==> src/spr_pkg.sv <==
// shared types, constants and lookup functions for the sensor payload record decoder
// no dependencies
`timescale 1ns / 1ps

package spr_pkg;

    localparam int unsigned PAYLOAD_MAX = 9;
    localparam int unsigned IDX_W       = $clog2(PAYLOAD_MAX);

    // byte positions inside a record
    localparam logic [3:0] POS_CHANNEL = 4'd0;
    localparam logic [3:0] POS_TYPE    = 4'd1;
    localparam logic [3:0] POS_PAYLOAD = 4'd2;

    // type bytes on the wire
    localparam logic [7:0] TYPE_DIN      = 8'd0;
    localparam logic [7:0] TYPE_DOUT     = 8'd1;
    localparam logic [7:0] TYPE_AIN      = 8'd2;
    localparam logic [7:0] TYPE_AOUT     = 8'd3;
    localparam logic [7:0] TYPE_LUX      = 8'd101;
    localparam logic [7:0] TYPE_PRESENCE = 8'd102;
    localparam logic [7:0] TYPE_TEMP     = 8'd103;
    localparam logic [7:0] TYPE_HUMIDITY = 8'd104;
    localparam logic [7:0] TYPE_ACCEL    = 8'd113;
    localparam logic [7:0] TYPE_BARO     = 8'd115;
    localparam logic [7:0] TYPE_TIME     = 8'd133;
    localparam logic [7:0] TYPE_GYRO     = 8'd134;
    localparam logic [7:0] TYPE_GPS      = 8'd136;

    // dense kind codes
    localparam logic [3:0] KIND_DIN      = 4'd0;
    localparam logic [3:0] KIND_DOUT     = 4'd1;
    localparam logic [3:0] KIND_AIN      = 4'd2;
    localparam logic [3:0] KIND_AOUT     = 4'd3;
    localparam logic [3:0] KIND_LUX      = 4'd4;
    localparam logic [3:0] KIND_PRESENCE = 4'd5;
    localparam logic [3:0] KIND_TEMP     = 4'd6;
    localparam logic [3:0] KIND_HUMIDITY = 4'd7;
    localparam logic [3:0] KIND_ACCEL    = 4'd8;
    localparam logic [3:0] KIND_BARO     = 4'd9;
    localparam logic [3:0] KIND_TIME     = 4'd10;
    localparam logic [3:0] KIND_GYRO     = 4'd11;
    localparam logic [3:0] KIND_GPS      = 4'd12;

    typedef logic [PAYLOAD_MAX-1:0][7:0] t_payload;

    typedef struct packed {
        logic       known;
        logic [3:0] kind;
    } t_type_lu;

    // one classified entry handed from front to back
    typedef struct packed {
        logic       rec_valid;
        logic [7:0] channel;
        logic [3:0] kind;
        t_payload   payload;
        logic       buf_end;
        logic       buf_ok;
    } t_rec;

    function automatic t_type_lu type_to_kind(input logic [7:0] t);
        t_type_lu r;
        r.known = 1'b1;
        r.kind  = KIND_DIN;
        case (t)
            TYPE_DIN:      r.kind = KIND_DIN;
            TYPE_DOUT:     r.kind = KIND_DOUT;
            TYPE_AIN:      r.kind = KIND_AIN;
            TYPE_AOUT:     r.kind = KIND_AOUT;
            TYPE_LUX:      r.kind = KIND_LUX;
            TYPE_PRESENCE: r.kind = KIND_PRESENCE;
            TYPE_TEMP:     r.kind = KIND_TEMP;
            TYPE_HUMIDITY: r.kind = KIND_HUMIDITY;
            TYPE_ACCEL:    r.kind = KIND_ACCEL;
            TYPE_BARO:     r.kind = KIND_BARO;
            TYPE_TIME:     r.kind = KIND_TIME;
            TYPE_GYRO:     r.kind = KIND_GYRO;
            TYPE_GPS:      r.kind = KIND_GPS;
            default:       r.known = 1'b0;
        endcase
        return r;
    endfunction

    function automatic logic [3:0] kind_size(input logic [3:0] k);
        logic [3:0] s;
        case (k)
            KIND_AIN, KIND_AOUT, KIND_LUX, KIND_TEMP, KIND_BARO: s = 4'd2;
            KIND_ACCEL, KIND_GYRO: s = 4'd6;
            KIND_TIME:             s = 4'd4;
            KIND_GPS:              s = 4'd9;
            default:               s = 4'd1;
        endcase
        return s;
    endfunction

endpackage

==> src/spr_front.sv <==
// front end: takes bytes, tracks record position, collects payload bytes
// depends on spr_pkg
`timescale 1ns / 1ps

module spr_front
    import spr_pkg::*;
(
    input  logic       i_clk,
    input  logic       i_rst_n,
    input  logic       i_accept,
    input  logic [7:0] i_data_byte,
    input  logic       i_last_byte,
    output logic       o_rec_push,
    output t_rec       o_rec
);

    logic [3:0] r_pos,  n_pos;
    logic [7:0] r_chan, n_chan;
    logic [3:0] r_kind, n_kind;
    logic       r_err,  n_err;
    t_payload   r_payload, n_payload;

    t_type_lu   type_lu;
    logic [3:0] idx;
    logic [3:0] idx_next;
    logic       complete;

    always_comb begin
        n_pos     = r_pos;
        n_chan    = r_chan;
        n_kind    = r_kind;
        n_err     = r_err;
        n_payload = r_payload;
        complete  = 1'b0;
        type_lu   = type_to_kind(i_data_byte);
        idx       = r_pos - POS_PAYLOAD;
        idx_next  = idx + 4'd1;
        if (i_accept) begin
            if (!r_err) begin
                case (r_pos)
                    POS_CHANNEL: begin
                        n_chan = i_data_byte;
                        n_pos  = POS_TYPE;
                    end
                    POS_TYPE: begin
                        if (!type_lu.known) begin
                            n_err = 1'b1;
                            n_pos = POS_CHANNEL;
                        end else begin
                            n_kind = type_lu.kind;
                            n_pos  = POS_PAYLOAD;
                        end
                    end
                    default: begin
                        if (idx < 4'(PAYLOAD_MAX)) begin
                            n_payload[idx[IDX_W-1:0]] = i_data_byte;
                        end
                        if (idx_next >= kind_size(r_kind)) begin
                            complete = 1'b1;
                            n_pos    = POS_CHANNEL;
                        end else begin
                            n_pos = r_pos + 4'd1;
                        end
                    end
                endcase
            end
            // buffer end always restarts parsing
            if (i_last_byte) begin
                n_pos = POS_CHANNEL;
                n_err = 1'b0;
            end
        end
    end

    always_comb begin
        o_rec_push      = i_accept && (complete || i_last_byte);
        o_rec.rec_valid = complete;
        o_rec.channel   = r_chan;
        o_rec.kind      = r_kind;
        o_rec.payload   = n_payload;
        o_rec.buf_end   = i_last_byte;
        o_rec.buf_ok    = i_last_byte && complete;
    end

    always_ff @(posedge i_clk) begin
        if (!i_rst_n) begin
            r_pos  <= POS_CHANNEL;
            r_chan <= '0;
            r_kind <= KIND_DIN;
            r_err  <= 1'b0;
        end else begin
            r_pos  <= n_pos;
            r_chan <= n_chan;
            r_kind <= n_kind;
            r_err  <= n_err;
        end
    end

    always_ff @(posedge i_clk) begin
        r_payload <= n_payload;
    end

endmodule

==> src/spr_queue.sv <==
// short queue of classified records between front and back
// depends on spr_pkg
`timescale 1ns / 1ps

module spr_queue
    import spr_pkg::*;
#(
    parameter int unsigned DEPTH = 4
) (
    input  logic i_clk,
    input  logic i_rst_n,
    input  logic i_push,
    input  t_rec i_rec,
    output logic o_full,
    input  logic i_pop,
    output logic o_avail,
    output t_rec o_rec
);

    localparam int unsigned PTR_W = (DEPTH > 1) ? $clog2(DEPTH) : 1;
    localparam int unsigned CNT_W = $clog2(DEPTH + 1);

    t_rec             r_mem [DEPTH];
    logic [PTR_W-1:0] r_wr_ptr, n_wr_ptr;
    logic [PTR_W-1:0] r_rd_ptr, n_rd_ptr;
    logic [CNT_W-1:0] r_count,  n_count;

    function automatic logic [PTR_W-1:0] ptr_inc(input logic [PTR_W-1:0] p);
        logic [PTR_W-1:0] q;
        if (p == PTR_W'(DEPTH - 1)) begin
            q = '0;
        end else begin
            q = p + PTR_W'(1);
        end
        return q;
    endfunction

    always_comb begin
        n_wr_ptr = i_push ? ptr_inc(r_wr_ptr) : r_wr_ptr;
        n_rd_ptr = i_pop ? ptr_inc(r_rd_ptr) : r_rd_ptr;
        n_count  = r_count;
        if (i_push && !i_pop) begin
            n_count = r_count + CNT_W'(1);
        end else if (!i_push && i_pop) begin
            n_count = r_count - CNT_W'(1);
        end
    end

    assign o_full  = (r_count == CNT_W'(DEPTH));
    assign o_avail = (r_count != '0);
    assign o_rec   = r_mem[r_rd_ptr];

    always_ff @(posedge i_clk) begin
        if (!i_rst_n) begin
            r_wr_ptr <= '0;
            r_rd_ptr <= '0;
            r_count  <= '0;
        end else begin
            r_wr_ptr <= n_wr_ptr;
            r_rd_ptr <= n_rd_ptr;
            r_count  <= n_count;
        end
    end

    always_ff @(posedge i_clk) begin
        if (i_push) begin
            r_mem[r_wr_ptr] <= i_rec;
        end
    end

    a_no_overflow: assert property (@(posedge i_clk) disable iff (!i_rst_n)
        i_push |-> (!o_full || i_pop))
        else $error("record queue written while full");

    a_no_underflow: assert property (@(posedge i_clk) disable iff (!i_rst_n)
        i_pop |-> o_avail)
        else $error("record queue read while empty");

endmodule

==> src/spr_back.sv <==
// back end: decodes queued records into values and holds the result register
// depends on spr_pkg
`timescale 1ns / 1ps

module spr_back
    import spr_pkg::*;
(
    input  logic               i_clk,
    input  logic               i_rst_n,
    input  logic               i_avail,
    input  t_rec               i_rec,
    output logic               o_take,
    input  logic               i_pop,
    output logic               o_empty,
    output logic               o_record_valid,
    output logic [7:0]         o_channel,
    output logic [3:0]         o_kind,
    output logic signed [32:0] o_value_x,
    output logic signed [23:0] o_value_y,
    output logic signed [23:0] o_value_z,
    output logic               o_buffer_end,
    output logic               o_buffer_ok
);

    logic        r_out_valid;
    logic        r_rec_valid;
    logic [7:0]  r_channel;
    logic [3:0]  r_kind;
    logic [32:0] r_x;
    logic [23:0] r_y;
    logic [23:0] r_z;
    logic        r_end;
    logic        r_ok;

    logic [32:0] n_x;
    logic [23:0] n_y;
    logic [23:0] n_z;
    logic        load;
    t_payload    p;

    assign p = i_rec.payload;

    always_comb begin
        n_x = '0;
        n_y = '0;
        n_z = '0;
        if (i_rec.rec_valid) begin
            case (i_rec.kind)
                KIND_DIN, KIND_DOUT, KIND_PRESENCE, KIND_HUMIDITY: begin
                    n_x = {25'd0, p[0]};
                end
                KIND_AIN, KIND_AOUT, KIND_TEMP: begin
                    n_x = {{17{p[0][7]}}, p[0], p[1]};
                end
                KIND_LUX, KIND_BARO: begin
                    n_x = {17'd0, p[0], p[1]};
                end
                KIND_ACCEL, KIND_GYRO: begin
                    n_x = {{17{p[0][7]}}, p[0], p[1]};
                    n_y = {{8{p[2][7]}}, p[2], p[3]};
                    n_z = {{8{p[4][7]}}, p[4], p[5]};
                end
                KIND_TIME: begin
                    n_x = {1'b0, p[0], p[1], p[2], p[3]};
                end
                KIND_GPS: begin
                    n_x = {{9{p[0][7]}}, p[0], p[1], p[2]};
                    n_y = {p[3], p[4], p[5]};
                    n_z = {p[6], p[7], p[8]};
                end
                default: begin
                    n_x = '0;
                end
            endcase
        end
    end

    // result register refills when empty or when its transfer completes
    assign load   = i_avail && (!r_out_valid || i_pop);
    assign o_take = load;

    always_ff @(posedge i_clk) begin
        if (!i_rst_n) begin
            r_out_valid <= 1'b0;
        end else if (load) begin
            r_out_valid <= 1'b1;
        end else if (i_pop) begin
            r_out_valid <= 1'b0;
        end
    end

    always_ff @(posedge i_clk) begin
        if (load) begin
            r_rec_valid <= i_rec.rec_valid;
            r_channel   <= i_rec.rec_valid ? i_rec.channel : 8'd0;
            r_kind      <= i_rec.rec_valid ? i_rec.kind : KIND_DIN;
            r_x         <= n_x;
            r_y         <= n_y;
            r_z         <= n_z;
            r_end       <= i_rec.buf_end;
            r_ok        <= i_rec.buf_ok;
        end
    end

    assign o_empty        = !r_out_valid;
    assign o_record_valid = r_rec_valid;
    assign o_channel      = r_channel;
    assign o_kind         = r_kind;
    assign o_value_x      = $signed(r_x);
    assign o_value_y      = $signed(r_y);
    assign o_value_z      = $signed(r_z);
    assign o_buffer_end   = r_end;
    assign o_buffer_ok    = r_ok;

    a_ok_needs_end: assert property (@(posedge i_clk) disable iff (!i_rst_n)
        (r_out_valid && r_ok) |-> (r_end && r_rec_valid))
        else $error("clean status without a closing record");

endmodule

==> src/sensor_payload_record_decoder.sv <==
// top level: byte-stream record decoder, front end, record queue and back end
// depends on spr_pkg, spr_front, spr_queue, spr_back
`timescale 1ns / 1ps

// throughput: one byte per cycle, full rises only when QUEUE_DEPTH records wait behind
//   a result that is not popped
// path: the record with the final byte enters the queue at the edge that takes that byte
//   and moves into the result register once that register is empty or is being popped
// reset: synchronous active low; clears record position, error flag, queue pointers
//   and the result valid flag, so the block expects a channel byte

module sensor_payload_record_decoder
    import spr_pkg::*;
#(
    parameter int unsigned QUEUE_DEPTH = 4
) (
    input  logic               i_clk,
    input  logic               i_rst_n,
    input  logic               push,
    output logic               full,
    input  logic [7:0]         i_data_byte,
    input  logic               i_last_byte,
    output logic               empty,
    input  logic               pop,
    output logic               o_record_valid,
    output logic [7:0]         o_channel,
    output logic [3:0]         o_kind,
    output logic signed [32:0] o_value_x,
    output logic signed [23:0] o_value_y,
    output logic signed [23:0] o_value_z,
    output logic               o_buffer_end,
    output logic               o_buffer_ok
);

    logic accept;
    logic rec_push;
    t_rec front_rec;
    logic q_full;
    logic q_avail;
    t_rec q_rec;
    logic q_take;

    assign full   = q_full;
    assign accept = push && !q_full;

    spr_front u_front (
        .i_clk       (i_clk),
        .i_rst_n     (i_rst_n),
        .i_accept    (accept),
        .i_data_byte (i_data_byte),
        .i_last_byte (i_last_byte),
        .o_rec_push  (rec_push),
        .o_rec       (front_rec)
    );

    spr_queue #(
        .DEPTH (QUEUE_DEPTH)
    ) u_queue (
        .i_clk   (i_clk),
        .i_rst_n (i_rst_n),
        .i_push  (rec_push),
        .i_rec   (front_rec),
        .o_full  (q_full),
        .i_pop   (q_take),
        .o_avail (q_avail),
        .o_rec   (q_rec)
    );

    spr_back u_back (
        .i_clk          (i_clk),
        .i_rst_n        (i_rst_n),
        .i_avail        (q_avail),
        .i_rec          (q_rec),
        .o_take         (q_take),
        .i_pop          (pop),
        .o_empty        (empty),
        .o_record_valid (o_record_valid),
        .o_channel      (o_channel),
        .o_kind         (o_kind),
        .o_value_x      (o_value_x),
        .o_value_y      (o_value_y),
        .o_value_z      (o_value_z),
        .o_buffer_end   (o_buffer_end),
        .o_buffer_ok    (o_buffer_ok)
    );

endmodule

==> config.mk <==
export PLATFORM = sky130hd
export DESIGN_NAME = sensor_payload_record_decoder
export DESIGN_NICKNAME = d
export VERILOG_FILES = /design/src/spr_pkg.sv /design/src/spr_front.sv /design/src/spr_queue.sv /design/src/spr_back.sv /design/src/sensor_payload_record_decoder.sv
export SDC_FILE = /design/constraint.sdc
export NUM_CORES = 1
export LEC_CHECK = 0
export BUFFER_PORTS_ARGS = -buffer_cell sky130_fd_sc_hd__buf_2
export CAP_MARGIN = 20
export CORE_MARGIN = 8
export CORE_UTILIZATION = 32
export DETAILED_ROUTE_END_ITERATION = 16
export GPL_TIMING_DRIVEN = 0
export HOLD_SLACK_MARGIN = 0.06
export PLACE_DENSITY = 0.53
export SLEW_MARGIN = 5
export SYNTH_ARGS = -nofsm -noshare
export SYNTH_HDL_FRONTEND = slang
export SYNTH_SLANG_ARGS = --single-unit
==> constraint.sdc <==
create_clock -name i_clk -period 18.54 [get_ports i_clk]
set_input_delay 1.854 -clock i_clk [delete_from_list [all_inputs] [get_ports i_clk]]
set_output_delay 1.854 -clock i_clk [all_outputs]
set_load 0.02 [all_outputs]
# Word-level counts from Yosys, hierarchy flattened
# Memory sizes are Yosys's and may differ from the RTL's. A register that Yosys moved wholly into a read port is not among the register bits.
# Cells that the tools add are included.
[classes]
add_sub_neg = 7
magnitude_cmp = 4
n_eq_ne = 29
mux = 40
bitwise = 1
reduce_logical = 28
[ops]
columns = ["cell", "count"]
rows = [
  ["two-way mux 72 bit", 4],
  ["case mux 33 bit (5 select lines)", 1],
  ["case mux 24 bit (2 select lines)", 2],
  ["bitwise mux 72 bit", 1],
  ["equality test 8 x 7 -> 1 bit, second input constant", 6],
  ["case mux 4 bit (12 select lines)", 1],
  ["demux 8 bit (select 4 bit)", 1],
  ["two-way mux 4 bit", 8],
  ["equality test 8 bit, second input constant", 3],
  ["equality test 4 bit, second input constant", 5],
  ["equality test 4 x 3 -> 1 bit, second input constant", 4],
  ["equality test 8 x 2 -> 1 bit, second input constant", 2],
  ["two-way mux 1 bit", 13],
  ["OR reduction 13 bit", 1],
  ["two-way mux 2 bit", 5],
  ["adder 4 x 1 -> 4 bit, second input constant", 2],
  ["equality test 4 x 1 -> 1 bit, second input constant", 2],
  ["equality test 4 x 2 -> 1 bit, second input constant", 2],
  ["equality test 8 x 1 -> 1 bit, second input constant", 1],
  ["logical NOT 4 bit", 2],
  ["logical NOT 8 bit", 1],
  ["two-way mux 8 bit", 1],
  ["case mux 4 bit (2 select lines)", 1],
  ["logical AND 1 bit", 7],
  ["23 further kinds", 33],
]
[word_totals]
regBits = 193
ram_bits = 348
rom_bits = 64
output_inout_bits = 98
word_cells = 136
mem_count = 2
[memory_table]
columns = ["memory", "words", "width", "read_ports", "rd_ports_with_merged_regs", "wr", "line_no", "text"]
rows = [
  ["u_queue.r_mem", 4, 87, 1, 1, 1, "spr_queue.sv:23", "t_rec r_mem [DEPTH];"],
  ["(name not given)", 16, 4, 1, 1, 0, "spr_pkg.sv:87", "case (k)"],
]

# Longest topological paths before layout
# Gate-level depths: netlist of the first run.
[logic_depth]
depth_word = 16
depth_mapped = 14
ltp_nobuf = 14

# Cells and area by module
# Synthesis of the first run repeated with hierarchy kept, for this count alone.
[unflattened]
cells_unflattened = 1183
hier_area_um2 = 21139.0
[modules_own_cells]
columns = ["module", "n_inst", "cells_per_inst", "area_each_um2"]
rows = [
  ["spr_queue", 1, 499, 13013.7],
  ["spr_back", 1, 334, 4443.0],
  ["spr_front", 1, 349, 3668.5],
  ["sensor_payload_record_decoder", 1, 1, 13.8],
]

# Worst setup path after synthesis of the first run
# No wires, ideal clock.
[synth_timing]
path_kind = "input -> register"
startpoint = "in pop"
endpoint = "reg u_queue.r_count[2]"
setup_ns = 0.071
arrival_ns = 8.294
setup_slack_ns = 10.175
stages = 9
n_path_buf = 0
path_cell_list = "inv_1 a21oi_1 inv_1 ha_1 inv_1 fa_1 xor2_1 or3_1 a21oi_1"
[synth_between]
elab_chain_len = 5
[synth_rtl]
columns = ["item", "line_no", "text"]
rows = [
  ["start, declared", "sensor_payload_record_decoder.sv:24", "input logic pop,"],
  ["logical OR 1 bit (*)", "spr_back.sv:79", "assign load = i_avail && (!r_out_valid || i_pop);"],
  ["logical AND 1 bit (*)", "spr_back.sv:79", ""],
  ["named net q_take", "sensor_payload_record_decoder.sv:41", "logic q_take;"],
  ["logical NOT 1 bit", "spr_queue.sv:42", "if (i_push && !i_pop) begin"],
  ["logical AND 1 bit", "spr_queue.sv:42", ""],
  ["two-way mux 3 bit / nonzero test 2 bit (equally long branches)", "-", ""],
  ["end signal, assigned", "spr_queue.sv:61", "r_count <= n_count;"],
  ["end, declared", "spr_queue.sv:26", "logic [CNT_W-1:0] r_count, n_count;"],
]
# Mark *: on every way through the listed nets, which the timed path passes. The rest lies on a longest branch.
# A chain may end at the register's enable or synchronous reset.

# Final worst setup path of the first run
[layout_timing]
startpoint = "in push"
endpoint = "mem u_queue.r_mem[3][37] (netlist bit), enable pin"
[layout_between]
elab_chain_len = 6
[layout_rtl]
columns = ["item", "line_no", "text"]
rows = [
  ["start, declared", "sensor_payload_record_decoder.sv:19", "input logic push,"],
  ["logical AND 1 bit (*)", "sensor_payload_record_decoder.sv:44", "assign accept = push && !q_full;"],
  ["two-way mux 1 bit", "spr_front.sv:38", "if (i_accept) begin"],
  ["logical OR 1 bit", "spr_front.sv:76", "o_rec_push = i_accept && (complete || i_last_byte);"],
  ["logical AND 1 bit (*)", "spr_front.sv:76", ""],
  ["named net rec_push", "sensor_payload_record_decoder.sv:36", "logic rec_push;"],
  ["two-way mux 1 bit (*)", "spr_queue.sv:66", "if (i_push) begin"],
  ["two-way mux 1 bit (not written as such) (*)", "spr_queue.sv:67", "r_mem[r_wr_ptr] <= i_rec;"],
  ["end, declared", "spr_queue.sv:23", ""],
]
# Marks and branches as above.

==> flow_metrics.tcl, run 1 <==
set metrics [dict create \
    final_cell_mix "444 x edfxtp_1, 126 x buf_2, 103 x dfxtp_1" \
    grt_pass1_vias 11300 \
    numClockSinks 547 \
    dr.pass1.iters 7 \
    avgSynthCellArea_um2 18.0 \
    worstPathMaxFanout 46 \
    synth_nets 1185 \
    ctsResizeCount 0 \
    fin_worst_skew_ns 0.0212 \
    crit_chain "buf_2 > nand2_1 > or3_1 > clkbuf_1 > o21ai_1 > and2_4 > buf_16" \
    die-area_mm2 0.0735 \
    cts_setup_buffers 0 \
    post-route-util 0.384 \
    grt.overflow.total 0 \
    vdd_ir_drop_max_v 0.000120 \
    crit_required_ns 18.80 \
    drc 0 \
    async_flop_share 0 \
    end_kind "flop" \
    yosysWarnings 0 \
    drive_gt1_frac 0.301 \
    period_share 0.219 \
    ys_ff_latch 547 \
    via_per_inst 4.91 \
    io_buffers 108 \
    final_common_cell "edfxtp_1" \
    status "complete, no violations" \
    num-nets-final 1367 \
    postSynthCellCount 1154 \
    relSlewSlack 0.298 \
    ys_seq_area_frac 0.739 \
    dp_hpwl_mm 33.8 \
    numCtsBuffers 57 \
    hold_buffers 0 \
    synth_area_mm2 0.0208 \
    setup_viol_count_final 0 \
    fin_area_mm2 0.0247 \
    ant_nets 0 \
    tightest_slew_ns 1.05 \
    arrival_ns 4.31 \
    synth_edf_count 444 \
    core_area_mm2 0.0645 \
    initial_utilization 0.323 \
    cp_top_family "simple AND/OR/NAND/NOR gates" \
    grt_pass1_wl_mm 75.6 \
    areaGrowthSynthToFinish_pct 18.7 \
    root_buffer "clkbuf_16" \
    cpMaxStageDelayCell "and2_4" \
    startpoint_type "input pin" \
    clock_latency_ns 0.60 \
    antenna_cells 0 \
    wire_per_inst_um 23.0 \
    max_cap_violations 0 \
    fmax_mhz 247 \
    die_h_um 271 \
    crit_buf_inv 3 \
    grt_max_degree 47 \
    period_needed_ns 4.05 \
    hp-class "reg -> reg" \
    antenna_found_initial 0 \
    crit_type "in -> reg" \
    place.gp.congestion 0.782 \
    num_vias 11000 \
    tns_ns 0 \
    grt_usage 0.137 \
    slowest_delay_ns 0.74 \
    placed_area_mm2 0.0227 \
    row_count 93 \
    p_leak_nw 8.71 \
    power-per-cell-area_mw_per_mm2 160 \
    rsz0062_at_grt "false" \
    drt-initial-drc-count 829 \
    synth_cell_types 67 \
    cts.htree.levels 2 \
    synth_ff_type "edfxtp_1" \
    slew_viol_final 0 \
    routed_wl_mm 51.4 \
    tritoncts "done" \
    io_pins 111 \
    die_w_um 271 \
    finalHoldViolCount 0 \
    clkTransAtPathRegs_ns 0.06 \
    cts_buffer_depth 3 \
]
layout make-up:
class / instances / area (µm²)
inverters: 23 / 86.3
multi-input cells: 526 / 5120
plain buffers: 58 / 245
clock inverters: 30 / 362
clock buffers: 78 / 1620
well taps: 855 / 1070
flip-flops and latches: 547 / 15400
repair buffers: 123 / 825
fillers: 5984 / 39700
through the flow:
step	hold WS (ns)	total power (W)	setup slack, ns	std cells
floorplan	0.445	0.00237	10.18	1154
global placement	0.473	0.00282	7.01	2117
detailed placement	0.494	0.00281	13.83	2132
CTS	0.506	0.00400	14.45	2240
global route	0.528	0.00412	14.27	2240
finish	0.502	0.00395	14.49	2240
routing by layer:
layer / global-route usage / routed length (µm) / vias up
li1: - / - / 4962
met4: 0.0348 / 938 / 0
met3: 0.0237 / 2580 / 65
met2: 0.228 / 24700 / 291
met5: 0 / 0 / -
met1: 0.184 / 23200 / 5676
flip-flops by register name, indices dropped and copies added (netlist names), named ones only:
register,cells
u_back.o_buffer_end,1
u_front.r_payload,72
u_front.r_pos,4
u_back.o_kind,4
u_queue.r_wr_ptr,2
u_back.o_value_x,33
u_queue.r_count,3
u_back.o_channel,8
u_back.o_buffer_ok,1
u_front.r_chan,8
u_back.o_value_y,24
u_queue.r_mem,348
u_back.r_out_valid,1
u_back.o_value_z,24
u_queue.r_rd_ptr,2
u_front.r_kind,4
u_front.r_err,1
u_back.o_record_valid,1
logic make-up (layout without fill, tap and decap cells):
logic type	count (synthesis)	count (layout)	share of synthesized area
XOR/XNOR	5	5	0.00210
buffers and inverters	81	312	0.0159
AO/OA/AOI/OAI	147	147	0.0497
adder cells (fa/ha/maj)	18	18	0.0112
flip-flops	547	547	0.739
AND/OR/NAND/NOR	182	182	0.0420
multiplexers	174	174	0.140
worst paths after layout:
path,start,slack [ns],endpoint,depth (start not counted)
hold / removal,u_queue.r_count[2],0.50,u_queue.r_count[2],2
hold reg to reg,u_queue.r_count[2],0.50,u_queue.r_count[2],2
setup reg to reg,u_front.r_pos[1],14.88,u_queue.r_mem[3][37],9
setup / recovery,push,14.49,u_queue.r_mem[3][37],7
synthesized netlist by cell type, types with 5 or more instances:
| cell type | n | share of area |
|---|---|---|
| nand2b_1 | 5 | 0.0015 |
| a21o_1 | 10 | 0.0036 |
| edfxtp_1 | 444 | 0.64 |
| nor3_1 | 7 | 0.0017 |
| buf_2 | 18 | 0.0043 |
| buf_1 | 5 | 0.00090 |
| a222oi_1 | 16 | 0.0077 |
| mux2i_1 | 14 | 0.0067 |
| mux2_2 | 73 | 0.039 |
| ha_1 | 17 | 0.010 |
| o21ai_0 | 7 | 0.0017 |
| nor2_1 | 66 | 0.012 |
| inv_1 | 22 | 0.0040 |
| a22oi_1 | 37 | 0.013 |
| nor2b_1 | 15 | 0.0045 |
| nand2_1 | 53 | 0.0096 |
| a21oi_1 | 48 | 0.012 |
| mux4_2 | 86 | 0.093 |
| dfxtp_1 | 103 | 0.099 |
| clkbuf_1 | 33 | 0.0059 |
worst reg2reg max path, delay by kind of cell (launching register included):
family | cells | cell delay, ns
simple gates | 1 | 0.74
compound gates | 2 | 0.63
buf+inv | 2 | 0.53
fa+ha+maj | 2 | 0.50
xor+xnor | 2 | 0.50
flops | 1 | 0.38
power by group:
group	switching [W]	internal (W)	leakage, nW	total [W]
Sequential	0.0000494	0.00155	5.15	0.00160
Combinational	0.000768	0.000389	2.61	0.00116
Clock	0.000474	0.000711	0.956	0.00118
Total	0.00129	0.00265	8.71	0.00395
Note: power is estimated with default switching activity, not from simulation.
==> run 2, diff against run 1 <==
==> constraint.sdc (replaced) <==
create_clock -name i_clk -period 4.2 [get_ports i_clk]
set_input_delay 0.42 -clock i_clk [delete_from_list [all_inputs] [get_ports i_clk]]
set_output_delay 0.42 -clock i_clk [all_outputs]
set_load 0.02 [all_outputs]
==> flow_metrics.tcl, run 2 (synthesis results as in run 1) <==
set metrics [dict create \
    status "complete, no violations" \
    place_ws_ns 0.477 \
    drt-initial-drc-count 834 \
    cts.htree.levels 2 \
    vdd_ir_drop_max_v 0.000459 \
    tightest_slew_ns 1.04 \
    fin_worst_skew_ns 0.0249 \
    worst_slack_ns 0.452 \
    antenna_cells 0 \
    die-area_mm2 0.0735 \
    largest_register "u_queue.r_mem" \
    fmax_mhz 267 \
    p_clk_frac 0.296 \
    seq_area_mm2 0.0154 \
    io_pins 111 \
    max_cap_violations 0 \
    wire_per_inst_um 23.2 \
    crit_type "reg -> reg" \
    dr.pass1.iters 7 \
    period_share 0.892 \
    die_h_um 271 \
    end_kind "flop" \
    numClockSinks 547 \
    combPwrFrac 0.297 \
    p_leak_nw 8.73 \
    core_area_mm2 0.0645 \
    power-per-cell-area_mw_per_mm2 702 \
    ctsResizeCount 0 \
    clock_latency_ns 0.61 \
    cts_buffer_depth 3 \
    period_needed_ns 3.75 \
    drive_gt1_frac 0.308 \
    crit_required_ns 4.46 \
    cts_setup_buffers 0 \
    power.switching_w 0.00574 \
    num_vias 11100 \
    areaGrowthSynthToFinish_pct 18.9 \
    row_count 93 \
    drc 0 \
    finalHoldViolCount 0 \
    clkTransAtPathRegs_ns 0.06 \
    via_per_inst 4.95 \
    largest_reg_flops 348 \
    numCtsBuffers 56 \
    setup_viol_count_final 0 \
    final_cell_mix "444 x edfxtp_1, 126 x buf_2, 103 x dfxtp_1" \
    tritoncts "done" \
    worstPathMaxFanout 48 \
    multi_input_area_mm2 0.00512 \
    p_sw_frac 0.330 \
    grt_max_degree 49 \
    place.gp.congestion 0.839 \
    grt_pass1_vias 11300 \
    root_buffer "clkbuf_16" \
    seq_power_share 0.407 \
    arrival_ns 4.01 \
    final_common_cell "edfxtp_1" \
    grt.overflow.total 0 \
    ant_nets 0 \
    dp_hpwl_mm 34.0 \
    nFillCells 6011 \
    hp-class "in -> reg" \
    grt_usage 0.139 \
    relSlewSlack 0.307 \
    io_buffers 108 \
    internal_power_w 0.0116 \
    startpoint_type "flop" \
    rsz0062_at_grt "false" \
    hold_buffers 0 \
    post-route-util 0.384 \
    initial_utilization 0.323 \
    num-nets-final 1368 \
    die_w_um 271 \
    slew_viol_final 0 \
    antenna_found_initial 2 \
    grt_pass1_wl_mm 76.6 \
    routed_wl_mm 51.9 \
]
-- run 2: stage by stage --
step | std cells | power [W] | area, µm² | TNS, ns | hold slack (ns)
floorplan | 1154 | 0.0104 | 20800 | 0 | 0.460
global placement | 2117 | 0.0123 | 22500 | -219.02 | 0.479
detailed placement | 2134 | 0.0125 | 22800 | 0 | 0.500
CTS | 2239 | 0.0176 | 24800 | 0 | 0.0863
global route | 2239 | 0.0181 | 24800 | 0 | 0.113
finish | 2239 | 0.0174 | 24800 | 0 | 0.114
-- run 2: final timing paths --
check,slack [ns],endpoint,start,depth (start not counted)
hold / removal,0.11,u_queue.r_mem[3][1],i_last_byte,1
setup reg to reg,0.45,u_queue.r_mem[0][37],u_front.r_pos[1],9
setup / recovery,0.45,u_queue.r_mem[0][37],u_front.r_pos[1],9
hold reg to reg,0.51,u_queue.r_count[2],u_queue.r_count[2],2
-- run 2: power by group through the flow --
stage	clock network, W	registers (W)	logic (W)
after floorplan	0	0.00784	0.00254
after global placement	0	0.00724	0.00507
after detailed placement	0	0.00718	0.00527
after CTS	0.00526	0.00708	0.00529
after global routing	0.00546	0.00715	0.00554
final	0.00515	0.00706	0.00517
-- run 2: metal layers --
metal | part of all wire | global-route usage
met3 | 0.047 | 0.0236
met4 | 0.024 | 0.0411
met1 | 0.45 | 0.189
met2 | 0.48 | 0.227
met5 | 0.00021 | 0
-- run 2: final cells by class --
| cell class | count | area share |
|---|---|---|
| Buffer | 58 | 0.00995 |
| Clock buffer | 67 | 0.0628 |
| Clock inverter | 38 | 0.0153 |
| Inverter | 23 | 0.00349 |
| Multi-Input combinational cell | 526 | 0.207 |
| Sequential cell | 547 | 0.622 |
| Tap cell | 855 | 0.0432 |
| Timing Repair Buffer | 125 | 0.0367 |
-- run 2: worst max-delay path, cell delays in order, from the launching register on --
cell and delay, ns:
dfxtp_1 0.38, inv_1 0.13, ha_1 0.22, xor2_1 0.37, xnor2_1 0.15, ha_1 0.29
a21oi_1 0.14, o21ai_1 0.52, and2_4 0.71, buf_16 0.34
